$ cat config.mk
export PLATFORM = sky130hd
export DESIGN_NAME = utf8_decode_and_classify
export DESIGN_NICKNAME = d
export VERILOG_FILES = /design/src/design/u8dc_pkg.sv /design/src/design/u8dc_lead.sv /design/src/design/u8dc_assemble.sv /design/src/design/u8dc_classify.sv /design/src/design/utf8_decode_and_classify.sv
export SDC_FILE = /design/constraint.sdc
export NUM_CORES = 1
export LEC_CHECK = 0
export BUFFER_PORTS_ARGS = -buffer_cell sky130_fd_sc_hd__buf_4
export CORE_ASPECT_RATIO = 0.8
export CORE_MARGIN = 5
export CORE_UTILIZATION = 60
export CTS_CLUSTER_SIZE = 40
export DETAILED_ROUTE_END_ITERATION = 7
export PLACE_DENSITY = 0.87
export SYNTH_ARGS = -nofsm -noshare
export SYNTH_HDL_FRONTEND = slang
export SYNTH_SLANG_ARGS = --single-unit
$ cat constraint.sdc
create_clock -name aclk -period 6.8 [get_ports aclk]
set_input_delay 1.02 -clock aclk [delete_from_list [all_inputs] [get_ports aclk]]
set_output_delay 1.02 -clock aclk [all_outputs]
set_load 0.02 [all_outputs]
$ cat src/design/u8dc_pkg.sv
// ----------------------------------------------------------------------------
// UTF-8 decode and classify: shared package
// Widths, sequence length codes and the records passed between pipeline stages.
// ----------------------------------------------------------------------------
package u8dc_pkg;

    localparam int CP_W  = 21;
    localparam int LEN_W = 3;
    localparam int PAY_W = 6;

    localparam logic [LEN_W-1:0] LEN_ONE   = 3'd1;
    localparam logic [LEN_W-1:0] LEN_TWO   = 3'd2;
    localparam logic [LEN_W-1:0] LEN_THREE = 3'd3;
    localparam logic [LEN_W-1:0] LEN_FOUR  = 3'd4;

    // Input window, byte_zero first.
    typedef struct packed {
        logic [7:0] byte_three;
        logic [7:0] byte_two;
        logic [7:0] byte_one;
        logic [7:0] byte_zero;
    } window_t;

    // Result of the lead byte stage.
    typedef struct packed {
        logic [LEN_W-1:0] seq_len;
        logic             err;
        logic [6:0]       lead_pay;
        logic [PAY_W-1:0] pay1;
        logic [PAY_W-1:0] pay2;
        logic [PAY_W-1:0] pay3;
    } lead_t;

    // Result of the assembly stage.
    typedef struct packed {
        logic [CP_W-1:0]  cp;
        logic [LEN_W-1:0] seq_len;
        logic             err;
    } cp_t;

    // Final result record.
    typedef struct packed {
        logic [CP_W-1:0]  cp;
        logic [LEN_W-1:0] seq_len;
        logic             err;
        logic             blank;
        logic             punct;
    } result_t;

endpackage

$ cat src/design/u8dc_lead.sv
// ----------------------------------------------------------------------------
// UTF-8 decode and classify: lead byte stage
// Decodes the sequence length from the lead byte and checks continuation bytes.
// ----------------------------------------------------------------------------
module u8dc_lead (
    input  logic              aclk,
    input  logic              aresetn,
    input  logic              in_valid,
    output logic              in_ready,
    input  u8dc_pkg::window_t in_data,
    output logic              out_valid,
    input  logic              out_ready,
    output u8dc_pkg::lead_t   out_data
);

    logic            valid_reg;
    u8dc_pkg::lead_t data_reg;
    u8dc_pkg::lead_t data_next;

    logic [7:0] b0;
    logic       cont1_ok;
    logic       cont2_ok;
    logic       cont3_ok;

    assign b0       = in_data.byte_zero;
    assign cont1_ok = (in_data.byte_one[7:6] == 2'b10);
    assign cont2_ok = (in_data.byte_two[7:6] == 2'b10);
    assign cont3_ok = (in_data.byte_three[7:6] == 2'b10);

    always_comb begin
        data_next.pay1 = in_data.byte_one[5:0];
        data_next.pay2 = in_data.byte_two[5:0];
        data_next.pay3 = in_data.byte_three[5:0];
        if (b0[7] == 1'b0) begin
            data_next.seq_len  = u8dc_pkg::LEN_ONE;
            data_next.lead_pay = b0[6:0];
            data_next.err      = 1'b0;
        end else if (b0[7:5] == 3'b110) begin
            data_next.seq_len  = u8dc_pkg::LEN_TWO;
            data_next.lead_pay = {2'b00, b0[4:0]};
            data_next.err      = !cont1_ok;
        end else if (b0[7:4] == 4'b1110) begin
            data_next.seq_len  = u8dc_pkg::LEN_THREE;
            data_next.lead_pay = {3'b000, b0[3:0]};
            data_next.err      = !(cont1_ok && cont2_ok);
        end else if (b0[7:3] == 5'b11110) begin
            data_next.seq_len  = u8dc_pkg::LEN_FOUR;
            data_next.lead_pay = {4'b0000, b0[2:0]};
            data_next.err      = !(cont1_ok && cont2_ok && cont3_ok);
        end else begin
            data_next.seq_len  = u8dc_pkg::LEN_ONE;
            data_next.lead_pay = 7'd0;
            data_next.err      = 1'b1;
        end
    end

    // Nothing is taken in while reset is held.
    assign in_ready = aresetn && (!valid_reg || out_ready);

    always_ff @(posedge aclk) begin
        if (!aresetn) begin
            valid_reg <= 1'b0;
        end else if (in_ready) begin
            valid_reg <= in_valid;
        end
    end

    always_ff @(posedge aclk) begin
        if (in_valid && in_ready) begin
            data_reg <= data_next;
        end
    end

    assign out_valid = valid_reg;
    assign out_data  = data_reg;

endmodule

$ cat src/design/u8dc_assemble.sv
// ----------------------------------------------------------------------------
// UTF-8 decode and classify: code point assembly stage
// Joins the payload bits of the sequence into a code point, zero on error.
// ----------------------------------------------------------------------------
module u8dc_assemble (
    input  logic            aclk,
    input  logic            aresetn,
    input  logic            in_valid,
    output logic            in_ready,
    input  u8dc_pkg::lead_t in_data,
    output logic            out_valid,
    input  logic            out_ready,
    output u8dc_pkg::cp_t   out_data
);

    logic          valid_reg;
    u8dc_pkg::cp_t data_reg;
    u8dc_pkg::cp_t data_next;
    logic [u8dc_pkg::CP_W-1:0] cp_raw;

    always_comb begin
        unique case (in_data.seq_len)
            u8dc_pkg::LEN_TWO:
                cp_raw = {10'd0, in_data.lead_pay[4:0], in_data.pay1};
            u8dc_pkg::LEN_THREE:
                cp_raw = {5'd0, in_data.lead_pay[3:0], in_data.pay1, in_data.pay2};
            u8dc_pkg::LEN_FOUR:
                cp_raw = {in_data.lead_pay[2:0], in_data.pay1, in_data.pay2,
                          in_data.pay3};
            default:
                cp_raw = {14'd0, in_data.lead_pay};
        endcase
        data_next.cp      = in_data.err ? '0 : cp_raw;
        data_next.seq_len = in_data.seq_len;
        data_next.err     = in_data.err;
    end

    assign in_ready = !valid_reg || out_ready;

    always_ff @(posedge aclk) begin
        if (!aresetn) begin
            valid_reg <= 1'b0;
        end else if (in_ready) begin
            valid_reg <= in_valid;
        end
    end

    always_ff @(posedge aclk) begin
        if (in_valid && in_ready) begin
            data_reg <= data_next;
        end
    end

    assign out_valid = valid_reg;
    assign out_data  = data_reg;

endmodule

$ cat src/design/u8dc_classify.sv
// ----------------------------------------------------------------------------
// UTF-8 decode and classify: classification stage
// Flags the code point as blank or punctuation against fixed range lists.
// ----------------------------------------------------------------------------
module u8dc_classify (
    input  logic              aclk,
    input  logic              aresetn,
    input  logic              in_valid,
    output logic              in_ready,
    input  u8dc_pkg::cp_t     in_data,
    output logic              out_valid,
    input  logic              out_ready,
    output u8dc_pkg::result_t out_data
);

    logic              valid_reg;
    u8dc_pkg::result_t data_reg;
    u8dc_pkg::result_t data_next;

    logic [u8dc_pkg::CP_W-1:0] c;
    logic blank_hit;
    logic punct_hit;

    assign c = in_data.cp;

    always_comb begin
        blank_hit = (c <= 21'h20) || (c == 21'h7F) || (c == 21'hA0) ||
                    (c == 21'h1680) || (c >= 21'h2000 && c <= 21'h200A) ||
                    (c == 21'h2028) || (c == 21'h2029) || (c == 21'h202F) ||
                    (c == 21'h205F) || (c == 21'h3000);
        // Note the ranges opening just above 0x3000, 0xFF01 and 0xFF1A.
        punct_hit = (c >= 21'h21 && c <= 21'h2F) ||
                    (c >= 21'h3A && c <= 21'h40) ||
                    (c >= 21'h5B && c <= 21'h60) ||
                    (c >= 21'h7B && c <= 21'h7E) ||
                    (c >= 21'h2010 && c <= 21'h2027) ||
                    (c >= 21'h2030 && c <= 21'h205E) ||
                    (c >= 21'h2E00 && c <= 21'h2E7F) ||
                    (c >  21'h3000 && c <= 21'h303F) ||
                    (c >= 21'hFE10 && c <= 21'hFE1F) ||
                    (c >= 21'hFE30 && c <= 21'hFE4F) ||
                    (c >= 21'hFE50 && c <= 21'hFE6F) ||
                    (c >  21'hFF01 && c <= 21'hFF0F) ||
                    (c >  21'hFF1A && c <= 21'hFF20) ||
                    (c >= 21'hFF3B && c <= 21'hFF40) ||
                    (c >= 21'hFF5B && c <= 21'hFF65);
        data_next.cp      = in_data.cp;
        data_next.seq_len = in_data.seq_len;
        data_next.err     = in_data.err;
        data_next.blank   = blank_hit && !in_data.err;
        data_next.punct   = punct_hit && !in_data.err;
    end

    assign in_ready = !valid_reg || out_ready;

    always_ff @(posedge aclk) begin
        if (!aresetn) begin
            valid_reg <= 1'b0;
        end else if (in_ready) begin
            valid_reg <= in_valid;
        end
    end

    always_ff @(posedge aclk) begin
        if (in_valid && in_ready) begin
            data_reg <= data_next;
        end
    end

    assign out_valid = valid_reg;
    assign out_data  = data_reg;

endmodule

$ cat src/design/utf8_decode_and_classify.sv
// ----------------------------------------------------------------------------
// UTF-8 decode and classify: top level
// Decodes one UTF-8 sequence per request and classes the resulting code point.
// ----------------------------------------------------------------------------
// Each input request carries a four-byte window that starts at a character;
// s_tdata holds byte_zero in its lowest byte up to byte_three in its highest.
// Each request produces exactly one result request on the m_ side, carrying
// the code point and sequence length in m_tdata and three flags in m_tuser.
// The caller advances its window by the reported sequence length.
// The work runs through three register stages: lead byte decode and
// continuation checks, code point assembly, then classification into the
// output register. A request is registered in the lead, assembly and output
// registers in turn before m_tvalid rises. One request can be accepted in
// every cycle, so the sustained rate is one window per clock while the
// receiver keeps up. When the receiver holds m_tready low, the stages fill
// up one by one and s_tready falls only once all three hold a request;
// nothing is dropped or repeated. A synchronous active-low reset empties
// the pipeline and holds s_tready low; no table or state needs clearing,
// so the block accepts requests as soon as reset is released.
// ----------------------------------------------------------------------------
module utf8_decode_and_classify (
    input  logic        aclk,
    input  logic        aresetn,
    input  logic        s_tvalid,
    output logic        s_tready,
    input  logic [31:0] s_tdata,  // byte_zero, byte_one, byte_two, byte_three
    output logic        m_tvalid,
    input  logic        m_tready,
    output logic [23:0] m_tdata,  // code_point[20:0], seq_length[23:21]
    output logic [2:0]  m_tuser   // decode_error, is_blank, is_punct
);

    u8dc_pkg::window_t window;
    u8dc_pkg::lead_t   lead_data;
    u8dc_pkg::cp_t     cp_data;
    u8dc_pkg::result_t res_data;

    logic lead_valid;
    logic lead_ready;
    logic cp_valid;
    logic cp_ready;

    assign window = u8dc_pkg::window_t'(s_tdata);

    // Stage one: length from the lead byte, continuation byte checks.
    u8dc_lead u_lead (
        .aclk      (aclk),
        .aresetn   (aresetn),
        .in_valid  (s_tvalid),
        .in_ready  (s_tready),
        .in_data   (window),
        .out_valid (lead_valid),
        .out_ready (lead_ready),
        .out_data  (lead_data)
    );

    // Stage two: the payload bits are joined into the code point.
    u8dc_assemble u_assemble (
        .aclk      (aclk),
        .aresetn   (aresetn),
        .in_valid  (lead_valid),
        .in_ready  (lead_ready),
        .in_data   (lead_data),
        .out_valid (cp_valid),
        .out_ready (cp_ready),
        .out_data  (cp_data)
    );

    // Stage three: range tests, whose register is the output register.
    u8dc_classify u_classify (
        .aclk      (aclk),
        .aresetn   (aresetn),
        .in_valid  (cp_valid),
        .in_ready  (cp_ready),
        .in_data   (cp_data),
        .out_valid (m_tvalid),
        .out_ready (m_tready),
        .out_data  (res_data)
    );

    assign m_tdata = {res_data.seq_len, res_data.cp};
    assign m_tuser = {res_data.punct, res_data.blank, res_data.err};

`ifndef SYNTHESIS
    // An error result never carries a code point.
    assert property (@(posedge aclk) disable iff (!aresetn)
        (m_tvalid && m_tuser[0]) |-> (m_tdata[20:0] == 21'd0))
        else $error("error result with non-zero code point");

    // Class flags are cleared on error and never both set.
    assert property (@(posedge aclk) disable iff (!aresetn)
        m_tvalid |-> !(m_tuser[0] && (m_tuser[1] || m_tuser[2])) &&
                     !(m_tuser[1] && m_tuser[2]))
        else $error("inconsistent class flags");

    // Sequence length stays within one to four bytes.
    assert property (@(posedge aclk) disable iff (!aresetn)
        m_tvalid |-> (m_tdata[23:21] != 3'd0) && (m_tdata[23:21] <= 3'd4))
        else $error("sequence length out of range");

    // A result held back by the receiver stays put until it is taken.
    assert property (@(posedge aclk) disable iff (!aresetn)
        (m_tvalid && !m_tready) |=>
        (m_tvalid && $stable(m_tdata) && $stable(m_tuser)))
        else $error("stalled result changed before it was taken");
`endif

endmodule

## After elaboration in Yosys (flattened, before gate mapping)

Index checks and enable logic that the tools add are counted.

- Flip-flop bits (word level): 84
- Input bits: 36
- Output and inout port bits: 29
- Word-level logic and storage cells: 132

- $lt $le $gt $ge: 33
- Equal/unequal tests: 17
- Muxes and demuxes: 5
- Bitwise operators: 1
- Reduce and logical (&&, ||, !) cells: 58

Operators by type and width:

| cell | number |
|---|---|
| $le 21x16->1 const B | 7 |
| $eq 21x14->1 const B | 5 |
| $ge 21x16->1 const B | 5 |
| $le 21x14->1 const B | 5 |
| $ge 21x14->1 const B | 4 |
| $le 21x7->1 const B | 3 |
| $pmux 21 s3 | 1 |
| $ge 21x6->1 const B | 2 |
| $ge 21x7->1 const B | 2 |
| $gt 21x16->1 const B | 2 |
| $le 21x6->1 const B | 2 |
| $logic_or 1x1->1 | 26 |
| $logic_and 1x1->1 | 24 |
| $eq 21x13->1 const B | 1 |
| $eq 21x7->1 const B | 1 |
| $eq 21x8->1 const B | 1 |
| $gt 21x14->1 const B | 1 |
| $mux 10 | 2 |
| $mux 11 | 1 |
| $logic_not 1->1 | 7 |
| $mux 7 | 1 |
| $eq 2x2->1 const B | 3 |
| $eq 3x2->1 const B | 2 |
| $eq 3x3->1 const B | 2 |
| other kinds (4) | 4 |

## Logic depth before layout (Yosys ltp)

- Depth after elaboration: 17
- Mapped depth: 8
- Gate-level depth less buffers: 6

## Cells and area by module

A second synthesis with hierarchy kept.

- Cells, all modules: 321
- Area, all modules: 4,012.6 um^2

Modules (own cells, without submodules):

| module | times used | cells each | area each (um^2) |
|---|---|---|---|
| u8dc_classify | 1 | 151 | 1,580.3 |
| u8dc_assemble | 1 | 111 | 1,376.3 |
| u8dc_lead | 1 | 59 | 1,056.0 |

## Least setup slack after synthesis

OpenSTA, ideal clock, no wires.

- Path kind: input -> register
- From: in m_tready
- To: reg u_assemble.data_reg, in the netlist u_assemble.out_data[0] (enable)
- Setup time: 446 ps
- Data arrival time: 2,973 ps
- Required time: 6,354 ps
- Setup slack: 3,382 ps
- Stages on the path: 2
- Buffers on the path: 0
- Cell sequence: nor2b_1 > a21boi_0

- Word-level cells in the longest chain between the ends: 3

Ends and longest elaborated chain:

| item | line | text |
|---|---|---|
| from (decl) | utf8_decode_and_classify.sv:28 | `input logic m_tready,` |
| $logic_or 1x1->1 | u8dc_classify.sv:54 | `assign in_ready = !valid_reg \|\| out_ready;` |
| $logic_or 1x1->1 | u8dc_assemble.sv:38 | `assign in_ready = !valid_reg \|\| out_ready;` |
| $logic_and 1x1->1 | u8dc_assemble.sv:49 | `if (in_valid && in_ready) begin` |
| to (signal assigned) | u8dc_assemble.sv:50 | `data_reg <= data_next;` |
| to (decl) | u8dc_assemble.sv:17 | `u8dc_pkg::cp_t data_reg;` |

Every way passes these cells.
A chain may end at the register's enable or synchronous reset.

## Worst setup path in the final report

- From: in m_tready
- To: out s_tready

- Word-level cells in the longest chain between the ends: 4

Ends and longest elaborated chain:

| item | line | text |
|---|---|---|
| $logic_or 1x1->1 | u8dc_classify.sv:54 |  |
| $logic_or 1x1->1 | u8dc_assemble.sv:38 |  |
| $logic_or 1x1->1 | u8dc_lead.sv:58 | `assign in_ready = aresetn && (!valid_reg \|\| out_ready);` |
| $logic_and 1x1->1 | u8dc_lead.sv:58 |  |
| to (decl) | utf8_decode_and_classify.sv:25 | `output logic s_tready,` |

Every way passes these cells.

==> impl_metrics.toml <==
[setup_path]
end_kind = "primary output"
crit_arrival_ps = 2000
crit_fanout = 5
r2r_end = "u_classify.out_data[0]$_DFFE_PP_"
rrSetupSlack_ps = 4200
cp-start-kind = "input pin"
path_class = "in2out"
crit_required_ps = 5780
reg2reg_depth = 6
timing.rr.start = "u_assemble.out_data[10]$_SDFFCE_PP0P_"

[placed_design]
routabilityCongestion = 0.924
dpl_worst_slack_ps = 3800
dp_hpwl_um = 6490
dp_cells = 457
io_buffers = 64

[clocking]
cts_setup_buffers = 0
root_buffer = "clkbuf_8"
htree_levels = 3
clk_pin_slew_ps = 80
cts_buffers = 9
clock_sinks = 84
insertion_delay_ps = 360
cts_tree = "done"
postCtsHoldBufs = 0
cts_buffer_depth = 2
postCtsResizedCells = 0

[power_and_ir_drop]
intPower_mw = 0.810
sequentialPowerShare_pct = 59.2
clkPwrFrac_pct = 32.1
ir_drop_uv = 174
powerDensity_mw_per_mm2 = 230
p_comb_share_pct = 8.7
p_leak_nw = 1.59
swShare_pct = 23.9
p_switching_mw = 0.255

[global_route]
grt_pass1_wl_um = 14000
grt_antenna_before_repair = 0
first_global_vias = 2702
grt_max_degree = 30
grt_usage_pct = 23.0
overflow = 0

[timing]
worst_pin_slew_ps = 1190
fmax_ghz = 0.331
final_max_slew_viol_count = 0
fin_ws_ps = 3780
min_period_ps = 3020
skew_ps = 8.49
hold_viol = 0
setup_viol = 0
tns_ps = 0
slew_headroom_pct = 20.9
rsz0062_at_grt = "false"
period_share_pct = 44.5
hold_slack_ps = 429

[yosys]
synth_warnings = 0
synth_edf_count = 81
synth_area_mm2 = 0.00388
yosysSeqAreaShare_pct = 64.2
synth_area_leaders = "edfxtp_1 (63%), nor2_1 (3.8%), nand2_1 (2.3%)"
ys_ff_latch = 84
yosysTopAreaCellShare_pct = 62.6
syn_area_per_cell_um2 = 12.1
synth_cells = 322
synth.distinct_cells = 55
synthArstFlopShare_pct = 0
syn-num-nets = 358
yosysTopAreaCell = "edfxtp_1"
synth_top_flop_cell = "edfxtp_1"

[layout]
syn2layout_area_growth_pct = 19.0
nNetsFinal = 420
stdcell_count = 473
drive_above_1_share_pct = 25.2
n_antenna_cell = 0

[route]
drc = 0
ant_nets = 0
vias = 2940
routed_wl_um = 8820
first_pass_iters = 5
drt-vias-per-instance = 6.22
post_drt_wl_per_cell_um = 18.6
drt_iter0_drc = 298

[floorplanning]
ios = 65
die-area_mm2 = 0.00819
fp.dieH_um = 82.0
coreArea_mm2 = 0.00634
start_util_pct = 61.2
die-width_um = 100
num_rows = 26

[run]
drv_cap = 0

[outcome]
outcome = "finished clean"

[hold_path]
min_from = "u_assemble.out_data[2]$_DFFE_PP_"
min_path_cells = 0
holdPathEnd = "u_classify.out_data[4]$_DFFE_PP_"
hold_path.class = "reg2reg"
## flip-flops by register name, summed over array words and instances (netlist names)
name / flops
u_lead.out_data: 29
u_lead.out_valid: 1
u_assemble.out_data: 25
u_classify.out_valid: 1
u_assemble.out_valid: 1
u_classify.out_data: 27
## final cells by class
cell class                 instances  area, µm²
multi-input combinational        216       1310
tap                               84        105
clock inverter                     6       65.1
fill                             421       1720
sequential                        84       2490
timing repair buffer              66        495
inverter                           7       26.3
clock buffer                      10        128
## per-layer routing
| layer | global-route usage (%) | vias up | routed length [µm] |
|---|---|---|---|
| met3 | 8.49 | 24 | 1020 |
| met5 | 0 | - | 0 |
| met1 | 32.1 | 1362 | 3900 |
| met4 | 7.64 | 0 | 170 |
| li1 | - | 1356 | - |
| met2 | 33.2 | 198 | 3730 |
## power by group through the flow
stage	logic (mW)	registers (mW)	clock network, mW
global placement	0.0898	0.640	0
detailed placement	0.0918	0.641	0
global route	0.101	0.634	0.371
floorplan	0.0596	0.627	0
finish	0.0931	0.630	0.342
CTS	0.0922	0.629	0.345
## cells in the mapped netlist (2+ instances only)
| library cell | instances |
|---|---|
| and2_1 | 11 |
| o31a_1 | 2 |
| nand3b_1 | 3 |
| inv_1 | 7 |
| nor2b_1 | 6 |
| edfxtp_1 | 81 |
| nor4_1 | 7 |
| a21boi_0 | 4 |
| and3_1 | 3 |
| nand4_1 | 5 |
| nor2_1 | 39 |
| mux2i_1 | 5 |
| nor3_1 | 16 |
| nor4b_1 | 4 |
| nand2_1 | 24 |
| o311ai_0 | 2 |
| o22ai_1 | 8 |
| or4_1 | 3 |
| a21o_1 | 2 |
| a21oi_1 | 16 |
| dfxtp_1 | 3 |
| mux2_2 | 7 |
| nand2b_1 | 2 |
| o21a_1 | 2 |
| a22oi_1 | 6 |
| and4_1 | 2 |
| o21ai_0 | 6 |
| clkbuf_1 | 12 |
| nand3_1 | 8 |
## layout by cell type (no fill, tap or decap), types with 2 or more instances in the layout
cell       n
o311ai_0   2
nor4_1     7
nand2_1   24
clkinv_4   3
and4_1     2
inv_1      7
nor2b_1    5
a21boi_0   3
nand2b_1   2
and2_1    11
a22oi_1    6
o21ai_0    6
nand3b_1   3
nor4b_1    4
buf_4     66
nor2_1    39
a21o_1     2
nand3_1    8
nand4_1    5
o21a_1     2
nor3_1    16
and3_1     3
clkbuf_8   9
o31a_1     2
o22ai_1    8
dfxtp_1    3
a21oi_1   16
edfxtp_1  81
or4_1      3
mux2i_1    5
mux2_2     7
## cells by family (layout without fill, tap and decap cells)
group | count (synthesis) | count (layout) | synth area share, %
mux | 12 | 12 | 3.32
xor+xnor | 1 | 1 | 0.225
compound gates | 62 | 62 | 10.8
buf+inv | 22 | 89 | 2.25
flops | 84 | 84 | 64.2
simple gates | 141 | 141 | 19.2
## worst max-delay path: stages
cell and delay [ps]:
buf_4 110, nor2b_1 360, nand3_1 170, and2_1 190, buf_4 150
## metrics by stage
| step | total power [mW] | instance area [µm²] | util, % |
|---|---|---|---|
| after floorplan | 0.687 | 3880 | - |
| after global placement | 0.730 | 4430 | 69.8 |
| after detailed placement | 0.732 | 4430 | 69.8 |
| after CTS | 1.07 | 4620 | 72.9 |
| after global routing | 1.11 | 4620 | 72.9 |
| final | 1.07 | 4620 | 72.9 |
## worst max path at each step
| stage | startpoint | to | slack, ps | cells after the start |
|---|---|---|---|---|
| final | m_tready | s_tready | 3780 | 5 |
| after detailed placement | m_tready | s_tready | 3800 | 5 |
| after global routing | m_tready | s_tready | 3740 | 5 |
| after CTS | m_tready | s_tready | 3800 | 5 |
| after floorplan | m_tready | u_assemble.out_data[0]$_DFFE_PP_ | 3380 | 2 |
| after global placement | m_tready | s_tready | 3880 | 5 |
Power figures use the tool's default switching activity.
